File: config.mk
export PLATFORM = sky130hd
export DESIGN_NAME = double_ended_queue
export DESIGN_NICKNAME = d
export VERILOG_FILES = /design/src/rtl/dq_pkg.sv /design/src/rtl/dq_ram.sv /design/src/rtl/double_ended_queue.sv
export SDC_FILE = /design/constraint.sdc
export NUM_CORES = 1
export LEC_CHECK = 0
export BUFFER_PORTS_ARGS = -buffer_cell sky130_fd_sc_hd__buf_2
export CORE_MARGIN = 2
export CORE_UTILIZATION = 45
export CTS_CLUSTER_DIAMETER = 120
export DETAILED_ROUTE_END_ITERATION = 8
export PLACE_DENSITY = 0.65
export SLEW_MARGIN = 20
export SYNTH_ARGS = -nofsm -noshare
export SYNTH_HDL_FRONTEND = slang
export SYNTH_HIERARCHICAL = 1
export SYNTH_SLANG_ARGS = --single-unit
File: constraint.sdc
create_clock -name clk -period 6 [get_ports clk]
set_input_delay 1.8 -clock clk [delete_from_list [all_inputs] [get_ports clk]]
set_output_delay 1.8 -clock clk [all_outputs]
set_load 0.05 [all_outputs]
File: src/rtl/dq_pkg.sv
// Shared types and constants for the double-ended queue.
`timescale 1ns / 1ps
`default_nettype none
package dq_pkg;

	localparam int VALUE_W = 32;
	localparam int CMD_W   = 3;
	localparam int STAT_W  = 2;
	localparam int FILL_W  = 5;

	typedef enum logic [CMD_W-1:0] {
		CMD_PUSH_FRONT = 3'd0,
		CMD_PUSH_BACK  = 3'd1,
		CMD_POP_FRONT  = 3'd2,
		CMD_POP_BACK   = 3'd3,
		CMD_PEEK_FRONT = 3'd4,
		CMD_PEEK_BACK  = 3'd5
	} cmd_t;

	typedef enum logic [STAT_W-1:0] {
		ST_OK    = 2'd0,
		ST_EMPTY = 2'd1,
		ST_FULL  = 2'd2
	} status_t;

endpackage
`default_nettype wire

File: src/rtl/dq_ram.sv
// Single-port entry store with registered read data.
`timescale 1ns / 1ps
`default_nettype none
module dq_ram
	import dq_pkg::*;
#(
	parameter int DEPTH = 16,
	parameter int AW    = 4
) (
	input  wire logic               clk,
	input  wire logic               we,
	input  wire logic               re,
	input  wire logic [AW-1:0]      addr,
	input  wire logic [VALUE_W-1:0] wdata,
	output logic      [VALUE_W-1:0] rdata
);

	logic [VALUE_W-1:0] mem [DEPTH];

	always_ff @(posedge clk) begin
		if (we) begin
			mem[addr] <= wdata;
		end
	end

	// hold the last read word until the next read
	always_ff @(posedge clk) begin
		if (re) begin
			rdata <= mem[addr];
		end
	end

endmodule
`default_nettype wire

File: src/rtl/double_ended_queue.sv
// Top level of the bounded double-ended queue of 32-bit signed values.
// Usage:
//   Commands enter on the s_axis channel: tuser carries the command code
//   (push front, push back, pop front, pop back, peek front, peek back) and
//   tdata the value to push. Each command gives exactly one result
//   transaction on the m_axis channel: value, status, empty flag, fill count.
//   From command acceptance to result valid, the entry store is read or
//   written at the acceptance edge, the read word lands in stage one, and the
//   result register follows. A command can be accepted every cycle while the
//   receiver does not stall; a push is written at its own acceptance edge, so
//   a command that follows it reads the new entry with no bubble.
//   Pop or peek on an empty queue reports status empty, push on a full queue
//   reports status full; neither changes the queue. Codes 6 and 7 do nothing
//   and report status ok.
//   Reset clears the indices, the count and the valid flags; stored entries
//   are not cleared and are never read before being written.
//   When the receiver stalls, the result register holds, stage one holds
//   behind it, and s_axis_tready drops once both are full.
`timescale 1ns / 1ps
`default_nettype none
module double_ended_queue
	import dq_pkg::*;
#(
	parameter int DEPTH = 16
) (
	input  wire logic               clk,
	input  wire logic               arst_n,
	input  wire logic               s_axis_tvalid,
	output logic                    s_axis_tready,
	input  wire logic [VALUE_W-1:0] s_axis_tdata,  // [31:0] push_value
	input  wire logic [CMD_W-1:0]   s_axis_tuser,  // [2:0] command
	output logic                    m_axis_tvalid,
	input  wire logic               m_axis_tready,
	// [31:0] out_value, [33:32] status, [34] is_empty, [39:35] fill_count
	output logic [39:0]             m_axis_tdata
);

	localparam int AW = (DEPTH > 1) ? $clog2(DEPTH) : 1;
	localparam int CW = $clog2(DEPTH + 1);
	localparam logic [AW-1:0] LAST_IDX = AW'(DEPTH - 1);
	localparam logic [CW-1:0] FULL_CNT = CW'(DEPTH);

	logic [AW-1:0] front_q, back_q;
	logic [CW-1:0] count_q;

	logic          s1_valid_q;
	logic          rd_s1;
	status_t       status_s1;
	logic [CW-1:0] count_s1;

	logic          out_valid_q;
	logic [39:0]   out_data_q;

	logic          accept, s1_adv;
	cmd_t          cmd;
	logic          full, empty;
	logic [AW-1:0] front_prev, front_next, back_prev, back_next;
	logic [AW-1:0] front_d, back_d, addr;
	logic [CW-1:0] count_d;
	logic          we, re;
	status_t       status_d;
	logic [VALUE_W-1:0] rdata;
	logic [VALUE_W-1:0] value_s1;
	logic [CW+FILL_W-1:0] count_ext;

	assign s1_adv        = s1_valid_q && (!out_valid_q || m_axis_tready);
	assign s_axis_tready = !s1_valid_q || s1_adv;
	assign accept        = s_axis_tvalid && s_axis_tready;
	assign cmd           = cmd_t'(s_axis_tuser);
	assign full          = (count_q == FULL_CNT);
	assign empty         = (count_q == '0);

	assign front_prev = (front_q == '0) ? LAST_IDX : front_q - 1'b1;
	assign front_next = (front_q == LAST_IDX) ? '0 : front_q + 1'b1;
	assign back_prev  = (back_q == '0) ? LAST_IDX : back_q - 1'b1;
	assign back_next  = (back_q == LAST_IDX) ? '0 : back_q + 1'b1;

	always_comb begin
		front_d  = front_q;
		back_d   = back_q;
		count_d  = count_q;
		addr     = front_q;
		we       = 1'b0;
		re       = 1'b0;
		status_d = ST_OK;
		case (cmd)
			CMD_PUSH_FRONT: begin
				if (full) begin
					status_d = ST_FULL;
				end else begin
					front_d = front_prev;
					addr    = front_prev;
					we      = 1'b1;
					count_d = count_q + 1'b1;
				end
			end
			CMD_PUSH_BACK: begin
				if (full) begin
					status_d = ST_FULL;
				end else begin
					back_d  = back_next;
					addr    = back_q;
					we      = 1'b1;
					count_d = count_q + 1'b1;
				end
			end
			CMD_POP_FRONT: begin
				if (empty) begin
					status_d = ST_EMPTY;
				end else begin
					front_d = front_next;
					addr    = front_q;
					re      = 1'b1;
					count_d = count_q - 1'b1;
				end
			end
			CMD_POP_BACK: begin
				if (empty) begin
					status_d = ST_EMPTY;
				end else begin
					back_d  = back_prev;
					addr    = back_prev;
					re      = 1'b1;
					count_d = count_q - 1'b1;
				end
			end
			CMD_PEEK_FRONT: begin
				if (empty) begin
					status_d = ST_EMPTY;
				end else begin
					addr = front_q;
					re   = 1'b1;
				end
			end
			CMD_PEEK_BACK: begin
				if (empty) begin
					status_d = ST_EMPTY;
				end else begin
					addr = back_prev;
					re   = 1'b1;
				end
			end
			default: begin
				// unused codes leave the queue alone
			end
		endcase
	end

	dq_ram #(
		.DEPTH (DEPTH),
		.AW    (AW)
	) u_ram (
		.clk   (clk),
		.we    (accept && we),
		.re    (accept && re),
		.addr  (addr),
		.wdata (s_axis_tdata),
		.rdata (rdata)
	);

	always_ff @(posedge clk or negedge arst_n) begin
		if (!arst_n) begin
			front_q <= '0;
			back_q  <= '0;
			count_q <= '0;
		end else if (accept) begin
			front_q <= front_d;
			back_q  <= back_d;
			count_q <= count_d;
		end
	end

	always_ff @(posedge clk or negedge arst_n) begin
		if (!arst_n) begin
			s1_valid_q <= 1'b0;
		end else if (s_axis_tready) begin
			s1_valid_q <= s_axis_tvalid;
		end
	end

	always_ff @(posedge clk) begin
		if (accept) begin
			rd_s1     <= re;
			status_s1 <= status_d;
			count_s1  <= count_d;
		end
	end

	assign value_s1  = rd_s1 ? rdata : '0;
	assign count_ext = {{FILL_W{1'b0}}, count_s1};

	always_ff @(posedge clk or negedge arst_n) begin
		if (!arst_n) begin
			out_valid_q <= 1'b0;
		end else if (!out_valid_q || m_axis_tready) begin
			out_valid_q <= s1_valid_q;
		end
	end

	always_ff @(posedge clk) begin
		if (s1_adv) begin
			out_data_q <= {count_ext[FILL_W-1:0], (count_s1 == '0), status_s1, value_s1};
		end
	end

	assign m_axis_tvalid = out_valid_q;
	assign m_axis_tdata  = out_data_q;

	// count never passes the capacity
	a_count_bound: assert property (@(posedge clk) disable iff (!arst_n)
		count_q <= FULL_CNT)
		else $error("entry count above capacity");

	// empty or full ring has coinciding indices
	a_ring_ends: assert property (@(posedge clk) disable iff (!arst_n)
		(count_q == '0 || count_q == FULL_CNT) |-> (front_q == back_q))
		else $error("indices disagree with count");

	// rejected push leaves the queue untouched
	a_full_hold: assert property (@(posedge clk) disable iff (!arst_n)
		(accept && full && (cmd == CMD_PUSH_FRONT || cmd == CMD_PUSH_BACK))
		|=> ($stable(count_q) && $stable(front_q) && $stable(back_q)))
		else $error("push on full queue changed state");

	// successful pop drops the count by one
	a_pop_count: assert property (@(posedge clk) disable iff (!arst_n)
		(accept && !empty && (cmd == CMD_POP_FRONT || cmd == CMD_POP_BACK))
		|=> (count_q == $past(count_q) - 1'b1))
		else $error("pop did not decrement count");

	// stage one never overwritten while it waits
	a_s1_hold: assert property (@(posedge clk) disable iff (!arst_n)
		(s1_valid_q && out_valid_q && !m_axis_tready) |-> !s_axis_tready)
		else $error("stage one overrun");

endmodule
`default_nettype wire
==> results of run 1 <==
## synth_stat cells (all sizes together), types with 2 or more instances
cell / instances
mux4: 128
nand3b: 3
or4b: 2
o211ai: 2
a21oi: 14
or2: 2
a31oi: 5
nor2: 26
a2111oi: 2
clkbuf: 36
xor2: 2
a21o: 2
edfxtp: 592
nand4: 4
nor3b: 3
nand3: 11
and2: 35
or4: 2
nor3: 10
o41ai: 2
buf: 31
or3b: 4
nand2: 46
and3b: 2
o31ai: 3
o21bai: 2
a211o: 4
nor4: 2
nor2b: 6
a211oi: 3
mux2i: 4
dfrtp: 15
a22oi: 65
inv: 13
nor4b: 2
ha: 6
nand2b: 11
o22ai: 2
o21ai: 17
o21a: 2
xnor2: 7
o2111ai: 3
## power by group
part | leakage [uW] | internal (uW) | total (uW) | switching (uW)
combinational | 0.00222 | 1160 | 2640 | 1480
sequential | 0.00554 | 4920 | 5050 | 135
clock | 0.000967 | 2130 | 3700 | 1570
## worst paths after layout
kind | endpoint | slack, ns | startpoint
setup reg to reg | u_ram/rdata[19]$_DFFE_PP_ | 1.51 | count_q[0]$_DFFE_PN0P_
hold reg to reg | m_axis_tdata[33]$_DFFE_PP_ | 0.42 | status_s1[1]$_DFFE_PP_
max in group asynchronous | front_q[2]$_DFFE_PN0P_ | 4.61 | arst_n
min in group asynchronous | back_q[3]$_DFFE_PN0P_ | 1.11 | arst_n
setup / recovery | u_ram/mem[9][28]$_DFFE_PP_ | 1.39 | s_axis_tuser[1]
hold / removal | m_axis_tdata[33]$_DFFE_PP_ | 0.42 | status_s1[1]$_DFFE_PP_
## worst reg2reg max path: stages (launching register included)
cell and delay (ns):
dfrtp_1 0.43, inv_1 0.16, ha_1 0.31, nor4b_2 0.65, buf_4 0.28, a21oi_4 0.07
a2111oi_4 0.38, a211o_4 0.39, buf_4 0.79, mux4_2 0.50, a22oi_1 0.23, nand2_1 0.08
## cells by family after synthesis
| kind of cell | Yosys count |
|---|---|
| adder cells (fa/ha/maj) | 6 |
| XOR/XNOR | 9 |
| AND/OR/NAND/NOR | 175 |
| AO/OA/AOI/OAI | 141 |
| multiplexers | 132 |
| buffers and inverters | 80 |
| flip-flops | 607 |
## registers in the layout (all words and copies together) (netlist names)
register and count:
u_ram/rdata 32, u_ram/mem 512, front_q 4, back_q 4, m_axis_tdata 40, status_s1 2, count_s1 5, s1_valid_q 1
m_axis_tvalid 1, rd_s1 1, count_q 5
## metrics by stage
stage / instance area [um2] / instances
floorplan: 23700 / 1150
global placement: 25100 / 1893
detailed placement: 25100 / 1893
CTS: 27100 / 2000
global route: 27100 / 2001
finish: 27100 / 2001
## layer usage
| metal | routed length (um) | global-route usage, % |
|---|---|---|
| met4 | 1220 | 5.89 |
| met1 | 20800 | 26.3 |
| met2 | 24500 | 30.6 |
| met3 | 3610 | 3.48 |
| met5 | 24 | 0 |
## final cells by class
| type | count | area share (%) |
|---|---|---|
| clock inverters | 41 | 1.74 |
| repair buffers | 123 | 3.11 |
| flip-flops and latches | 607 | 66.9 |
| inverters | 13 | 0.180 |
| multi-input cells | 463 | 19.4 |
| clock buffers | 66 | 5.46 |
| well taps | 688 | 3.17 |
## layout by cell type, fill, tap and decap left out, drive strengths merged, types with 10 or more instances in the layout
cell	count
mux4	128
and2	35
a22oi	65
dfrtp	15
buf	123
edfxtp	592
clkbuf	66
o21ai	17
a21oi	14
inv	14
nand2	46
nand2b	11
nor2	26
nand3	11
nor3	10
clkinv	31
==> impl_results.md, run 1 <==
* First drt pass iteration count at 5
* Chip height at 233 um
* Final Slew Violations at 0
* Least-Margin Pin Slew at 0.969 ns
* Syn Std Cell Area at 23700 um2
* Warnings from Yosys at 6
* Starting density of the core at 45.3%
* Crit Path Class: in -> reg
* Nature of the critical path startpoint: input port
* Grt ovf at 0
* Complex-gate fraction of the synthesized area at 4.53%
* Register area share after synthesis at 76.7%
* Top FF cell, synth: edfxtp_1
* Post-CTS Setup Bufs at 0
* I/O pin count at 81
* Final core utilization at 51.9%
* Via count at 11714
* Layout cell share with drive strength beyond 1 at 29.2%
* Synth area leader: edfxtp_1
* Antenna viol nets, final at 0
* Clock Latency Late Sink at 0.64 ns
* Worst slack at placement at 0.774 ns
* First-pass GRT wire length at 75300 um
* Die width at 233 um
* Tcrit/Tclk final at 76.8%
* CP delay by family, top: simple AND/OR/NAND/NOR gates
* Hold Crit Depth at 0
* Filler cell count at 4084
* IO buf count at 80
* Async set-reset flop share out of synthesis at 2.47%
* Num CTS Buffers at 58
* Relative slew slack at 35.2%
* Clk root buf: clkbuf_16
* Tmin final at 4.61 ns
* CP endpoint kind: flip-flop
* Req. time, crit path at 6.30 ns
* Clock Pin Slew Worst Setup and Hold Paths at 0.06 ns
* Area contributors post-synth: edfxtp_1 (75%), mux4_2 (12%), a22oi_1 (2.1%)
* Setup violators final at 0
* Post-synthesis adder-cell area fraction at 0.317%
* Vias in the first global route at 11833
* Row Count at 84
* Hold WS at 0.424 ns
* Final hold violations at 0
* Post-Syn Nets at 1195
* Vias per cell at 5.85
* Core outline area at 52200 um2
* Area of the multi-input gates at 5260 um2
* GP Congestion at 0.853
* Htree depth at 2
* Num Clock Sinks at 607
* Fin worst setup slack at 1.39 ns
* R2R cell count at 11
* DP HPWL at 27800 um
* Share of the synthesized area in the top cell type at 75.1%
* Gr usage total at 18.9%
* Worst min path class: reg -> reg
* Die Area at 54500 um2
* Largest net degree at the start of global routing at 65
* Multiplexer area fraction after synthesis at 12.3%
* Clock buffer depth at 3
* WL per Instance at 25.1 um
* CP max FO at 32
* Ant. Diodes at 0
* Nets at 1311
* CTS tree: yes
* Max incr delay on CP at 0.83 ns
* Critical path depth in cells at 7
* WL final at 50100 um
* Buf/Inv on CP at 3
* Drt drc at 0
* Mean Syn Cell Area at 20.6 um2
* Seq cells post-synth at 607
* Pwr dens at 420 nW/um2
* DRT iter0 DRCs at 1171
* RSZ-0062 raised after global routing: false
* Slowest-stage cell, CP: nor2_4
* Post-synth EDFFs at 592
* Initial antenna violation count at 3
* Post-synth cell types at 71
* Flip-flop and latch area at 18200 um2
* Leak Pwr at 0.00873 uW
* Status: complete, no violations
* Cells after synthesis at 1150
* Total power at 11400 uW
* Max Cap Viol at 0
* Quantity of gates resized following cts at 0
* Critical path arrival at 4.91 ns
* Synth Area in Simple Gates at 4.06%
* CTS Hold Bufs at 0
* Layout Skew at 0.0359 ns
* Worst VDD drop at 0.252 mV
* CP cell instances: buf_2 > inv_1 > nand3_1 > o211ai_1 > nand2b_1 > nor2_4 > buf_4
* Layout area overhead at 14.6%
* Largest family of logic cells by synthesized area: multiplexers
* Aggregate negative setup slack at 0 ns
* Fmax at 0.217 GHz
* Synth Area in XOR/XNOR at 0.333%
Power figures use the tool's default switching activity.
==> run 2: changes to the inputs <==
==> constraint.sdc (replaced) <==
create_clock -name clk -period 4.56 [get_ports clk]
set_input_delay 1.368 -clock clk [delete_from_list [all_inputs] [get_ports clk]]
set_output_delay 1.368 -clock clk [all_outputs]
set_load 0.05 [all_outputs]
==> run 2 against run 1 <==
Against the previous run:
- hold slack better by 0.0013 ns
- utilization increased by 0.41 points
- global-route usage rose by 0.22 points
- via count is 1.1% lower
- clock skew decreased by 0.018 ns
- combinational power increased by 36%
- cell area increased by 0.79%
- sequential power is 32% higher
- sequential share of layout area is 0.53 points lower
- power grew 31%
- critical endpoint is now u_ram/rdata[16]$_DFFE_PP_
==> impl_results.md, run 2 (synthesis results as in run 1) <==
* Nature of the critical path startpoint: flip-flop
* Row Count at 84
* Num CTS Buffers at 60
* Setup violators final at 0
* Sw frac at 27.9%
* Worst VDD drop at 0.305 mV
* First-pass GRT wire length at 75600 um
* Most flops, register: u_ram/mem
* RSZ-0062 raised after global routing: false
* Gr usage total at 19.1%
* CTS tree: yes
* Crit Path Class: reg -> reg
* I/O pin count at 81
* Layout Skew at 0.0182 ns
* Buf/Inv on CP at 3
* Final Slew Violations at 0
* Flip-flop and latch area at 18200 um2
* Chip height at 233 um
* Max Cap Viol at 0
* GR Util met2 at 30.3%
* Filler cell count at 4013
* Grt ovf at 0
* Via count at 11590
* Status: complete, no violations
* Clock share of power at 31.2%
* Most frequent cells in the layout: edfxtp_1 (592), mux4_2 (128), buf_2 (80)
* Initial antenna violation count at 6
* Nets at 1334
* CTS Hold Bufs at 0
* Drt drc at 0
* Core outline area at 52200 um2
* Final instance count without filler cells at 2025
* Layout area overhead at 15.5%
* Quantity of gates resized following cts at 0
* GP Congestion at 0.860
* Pwr dens at 544 nW/um2
* Leak Pwr at 0.00880 uW
* Final hold violations at 0
* Tmin final at 4.03 ns
* Least-Margin Pin Slew at 1.08 ns
* Max reg flops at 512
* Global routing usage on met1 at 27.3%
* Comb pwr share at 24.1%
* Tcrit/Tclk final at 88.4%
* Seq pwr share at 44.8%
* Area of the multi-input gates at 5290 um2
* Commonest non-fill, non-tap cell in the layout: edfxtp_1
* Post-CTS Setup Bufs at 0
* Clock Pin Slew Worst Setup and Hold Paths at 0.06 ns
* CP delay by family, top: compound AO/OA/AOI/OAI gates
* Critical path arrival at 4.38 ns
* WL final at 50800 um
* Relative slew slack at 27.6%
* CP endpoint kind: flip-flop
* CP cell instances: inv_1 > ha_1 > nor4b_2 > buf_4 > a21oi_4 > a2111oi_4 > a211o_4 > buf_12 > mux4_2 > a22oi_1 > nand2_1
* Worst min path class: reg -> reg
* Slowest-stage cell, CP: nor4b_2
* Vias in the first global route at 11648
* Internal at 10700 uW
* Clock buffer depth at 3
* Post-Place Cells at 1915
* Die Area at 54500 um2
* Starting density of the core at 45.3%
* Clk root buf: clkbuf_16
* Antenna viol nets, final at 0
* First drt pass iteration count at 7
* Htree depth at 2
* Largest net degree at the start of global routing at 55
* Num Clock Sinks at 607
* Die width at 233 um
* Vias per cell at 5.72
* Clock Latency Late Sink at 0.62 ns
* Req. time, crit path at 4.91 ns
* Switch Pwr at 4140 uW
* DP HPWL at 28600 um
* Fmax at 0.248 GHz
* DRT iter0 DRCs at 1098
* IO buf count at 80
* Grt peak-use layer: met2
* WL per Instance at 25.1 um
* Total power at 14900 uW
* Max incr delay on CP at 0.57 ns
* CP max FO at 54
* Layout cell share with drive strength beyond 1 at 29.2%
* Met3 Use GR at 3.91%
==> run 2: power by group through the flow <==
stage / clock network [uW] / logic [uW] / registers, uW
2_1_floorplan: 0 / 2540 / 6810
3_3_place_gp: 0 / 3570 / 6770
3_5_place_dp: 0 / 3610 / 6770
4_1_cts: 4750 / 3620 / 6660
5_1_grt: 4950 / 3880 / 6690
6_report: 4640 / 3580 / 6660
==> run 2: metal layers <==
| metal | vias up | share of wire (%) |
|---|---|---|
| met5 | - | 0.12 |
| met4 | 10 | 2.0 |
| met3 | 84 | 6.7 |
| met2 | 397 | 48 |
| met1 | 6057 | 43 |
| li1 | 5042 | - |
==> run 2: path summary, 6_finish.rpt <==
| check | from | end | slack [ns] | cells after the start |
|---|---|---|---|---|
| max | count_q[0]$_DFFE_PN0P_ | u_ram/rdata[16]$_DFFE_PP_ | 0.53 | 11 |
| min | status_s1[1]$_DFFE_PP_ | m_axis_tdata[33]$_DFFE_PP_ | 0.42 | 0 |
| max reg2reg | count_q[0]$_DFFE_PN0P_ | u_ram/rdata[16]$_DFFE_PP_ | 0.53 | 11 |
| min reg2reg | status_s1[1]$_DFFE_PP_ | m_axis_tdata[33]$_DFFE_PP_ | 0.42 | 0 |
| max in group asynchronous | arst_n | count_q[0]$_DFFE_PN0P_ | 3.62 | 1 |
| min in group asynchronous | arst_n | front_q[3]$_DFFE_PN0P_ | 0.66 | 1 |
==> run 2: per-stage QoR <==
step / area, um2 / utilization [%] / hold WS (ns) / worst slack [ns] / TNS [ns]
global route: 27300 / 52.3 / 0.443 / 0.347 / 0
finish: 27300 / 52.3 / 0.425 / 0.528 / 0
global placement: 25500 / 48.8 / 0.422 / 0.257 / 0
CTS: 27300 / 52.3 / 0.429 / 0.604 / 0
detailed placement: 25500 / 48.8 / 0.419 / 0.250 / 0
floorplan: 23700 / - / 0.400 / -0.422 / -136.33
==> run 2: cell type report <==
cell class / instances / area share (%)
tap: 688 / 3.15
timing repair buffer: 144 / 4.14
sequential: 607 / 66.4
inverter: 13 / 0.179
multi-input combinational: 463 / 19.4
clock inverter: 34 / 0.906
antenna: 1 / 0.00915
clock buffer: 75 / 5.85
==> run 3: changes to the inputs <==
--- a/config.mk
+++ b/config.mk
@@ -5,6 +5,7 @@
 export SDC_FILE = /design/constraint.sdc
 export NUM_CORES = 1
 export LEC_CHECK = 0
+export ABC_AREA = 1
 export BUFFER_PORTS_ARGS = -buffer_cell sky130_fd_sc_hd__buf_2
 export CORE_MARGIN = 2
 export CORE_UTILIZATION = 45
==> run 3 against run 2 <==
Against the previous run:
- setup slack improved by 0.54 ns
- critical path depth up 8
- register-to-register slack better by 0.71 ns
- sequential share of layout area decreased by 3.9 points
- non-clock buffer count fell by 12
- power grew 16%
- sequential power grew 2%
- critical endpoint is now u_ram/rdata[18]$_DFFE_PP_
- largest cell class unchanged
==> impl_results.md, run 3 <==
* WL per Instance at 17.5 um
* Post-CTS Setup Bufs at 0
* CTS Hold Bufs at 0
* Most flops, register: u_ram/mem
* Core outline area at 56600 um2
* IO buf count at 80
* Largest net degree at the start of global routing at 132
* Worst VDD drop at 0.995 mV
* Layout cell share with drive strength beyond 1 at 10.0%
* Clock Latency Late Sink at 0.63 ns
* Crit Path Class: in -> reg
* GP Congestion at 0.812
* DP HPWL at 31900 um
* Nature of the critical path startpoint: input port
* Post-Place Cells at 3259
* Ant. Diodes at 0
* Clock share of power at 26.9%
* Req. time, crit path at 5.06 ns
* Sw frac at 37.2%
* Final Slew Violations at 0
* Switch Pwr at 6450 uW
* Clock buffer depth at 3
* DRT iter0 DRCs at 1368
* Comb pwr share at 33.9%
* Quantity of gates resized following cts at 0
* Leak Pwr at 0.0124 uW
* First drt pass iteration count at 5
* Max incr delay on CP at 0.38 ns
* Buf/Inv on CP at 6
* Initial antenna violation count at 1
* Cells after synthesis at 2478
* Row Count at 87
* Fmax at 0.287 GHz
* CP max FO at 96
* Worst min path class: reg -> reg
* Drt drc at 0
* Mean Syn Cell Area at 10.5 um2
* Tcrit/Tclk final at 76.5%
* Top-count cell post-synth: nand2_1
* Status: complete, no violations
* Final instance count without filler cells at 3363
* WL final at 58900 um
* Top FF cell, synth: edfxtp_1
* Num Clock Sinks at 607
* Max reg flops at 512
* Commonest non-fill, non-tap cell in the layout: nand2_1
* Gr usage total at 20.1%
* CP endpoint kind: flip-flop
* Max Cap Viol at 0
* Layout Skew at 0.0195 ns
* Area contributors post-synth: edfxtp_1 (69%), nand2_1 (22%), inv_1 (1.8%)
* Seq cells post-synth at 607
* CP delay by family, top: buffers and inverters
* Internal at 10900 uW
* Die width at 244 um
* I/O pin count at 81
* Via count at 16632
* Seq pwr share at 39.2%
* Relative slew slack at 47.1%
* Chip height at 244 um
* Final hold violations at 0
* Post-synth cell types at 40
* Slowest-stage cell, CP: buf_12
* Clock Pin Slew Worst Setup and Hold Paths at 0.06 ns
* Least-Margin Pin Slew at 0.793 ns
* Grt ovf at 0
* Cell repeated most along the worst path: nand2_1
* Pwr dens at 596 nW/um2
* Syn Std Cell Area at 25900 um2
* Most frequent cells in the layout: nand2_1 (1491), edfxtp_1 (592), inv_1 (124)
* Post-synth EDFFs at 592
* CP cell instances: buf_2 > inv_4 > nand3_4 > nand2_1 > nand2_1 > o21ai_0 > nand2_1 > nand4_1 > inv_6 > buf_12 > buf_12 > nand2_1 > nand2_1 > nand2_1 > nand2_1 > nand2_1 > nand2_1 > inv_1 > nand2_1
* Synth area leader: edfxtp_1
* Warnings from Yosys at 6
* Vias per cell at 4.95
* Aggregate negative setup slack at 0 ns
* Setup violators final at 0
* Commonest cells in the netlist: nand2_1 (1491), edfxtp_1 (592), inv_1 (125), buf_2 (42)
* Tmin final at 3.49 ns
* Vias in the first global route at 16095
* Clk root buf: clkbuf_16
* Nets at 2609
* Share of the synthesized area in the top cell type at 68.6%
* Htree depth at 2
* Starting density of the core at 45.8%
* Async set-reset flop share out of synthesis at 2.47%
* Die Area at 59500 um2
* CTS tree: yes
* Register area share after synthesis at 70.1%
* First-pass GRT wire length at 92300 um
* Critical path arrival at 3.99 ns
* Post-Syn Nets at 2523
* Num CTS Buffers at 59
* RSZ-0062 raised after global routing: false
* Antenna viol nets, final at 0
* Hold WS at 0.418 ns
* Layout area overhead at 12.1%
[run 3: changes by cell type in the layout (fill, tap and decap cells not counted), moves of 6 or more]
cell	previous run	this run
a21oi_1	12	4
a22oi_1	65	0
and2_1	33	2
buf_12	20	13
inv_1	13	124
mux4_2	128	0
nand2_1	46	1491
nand2_4	0	7
nand2b_1	11	0
nand3_1	11	35
nor2_4	13	20
o21ai_0	17	4
o21ai_1	0	6
[run 3: kinds of logic (layout without fill, tap and decap cells)]
group,Yosys count,in the layout,share of synthesized area (%)
buf+inv,239,368,4.83
simple gates,1598,1598,24.1
xor+xnor,7,7,0.237
flops,607,607,70.1
compound gates,21,21,0.478
fa+ha+maj,6,6,0.290
[run 3: worst paths after layout]
path                                        start                    endpoint  slack [ns]  cells past startpoint
min                        status_s1[1]$_DFFE_PP_  m_axis_tdata[33]$_DFFE_PP_        0.42                      0
min reg2reg                status_s1[1]$_DFFE_PP_  m_axis_tdata[33]$_DFFE_PP_        0.42                      0
max in group asynchronous                  arst_n      front_q[1]$_DFFE_PN0P_        3.62                      1
max reg2reg                count_q[1]$_DFFE_PN0P_   u_ram/rdata[18]$_DFFE_PP_        1.24                     18
min in group asynchronous                  arst_n       back_q[1]$_DFFE_PN0P_        0.66                      1
max                               s_axis_tuser[2]   u_ram/rdata[18]$_DFFE_PP_        1.07                     19
[run 3: final cells by class]
| class | count | area [um2] |
|---|---|---|
| Clock inverter | 34 | 265 |
| Clock buffer | 70 | 1560 |
| Tap cell | 756 | 946 |
| Timing Repair Buffer | 132 | 953 |
| Sequential cell | 607 | 18200 |
| Fill cell | 4914 | 27600 |
| Multi-Input combinational cell | 1632 | 6650 |
| Inverter | 132 | 515 |
[run 3: worst reg2reg max path, delay by kind of cell (launching register included)]
kind,cells,cell delay (ns)
fa+ha+maj,1,0.39
buf+inv,6,1.23
flops,1,0.41
simple gates,11,1.18
[run 3: stage by stage]
step                      utilization [%]  instance area (um2)  power (uW)  setup slack, ns
after detailed placement             48.1                27200       12700            0.449
after global routing                 51.3                29000       18500            0.772
after floorplan                         -                25900       11400          0.00836
after CTS                            51.3                29000       17400             1.10
final                                51.3                29000       17300             1.07
after global placement               48.1                27200       12700            0.515
[run 3: power by group through the flow]
stage / Clock, uW / Combinational [uW] / Sequential (uW)
final: 4670 / 5870 / 6780
after global routing: 4970 / 6690 / 6810
after CTS: 4760 / 5880 / 6780
after detailed placement: 0 / 5850 / 6900
after global placement: 0 / 5760 / 6890
after floorplan: 0 / 4320 / 7040
[run 3: per-layer routing]
| layer | up-vias | routed length (um) | track usage, % |
|---|---|---|---|
| li1 | 8139 | - | - |
| met1 | 7974 | 26000 | 26.7 |
| met2 | 440 | 28800 | 34.4 |
| met3 | 77 | 3020 | 3.28 |
| met4 | 2 | 1070 | 5.09 |
| met5 | - | 9 | 0 |
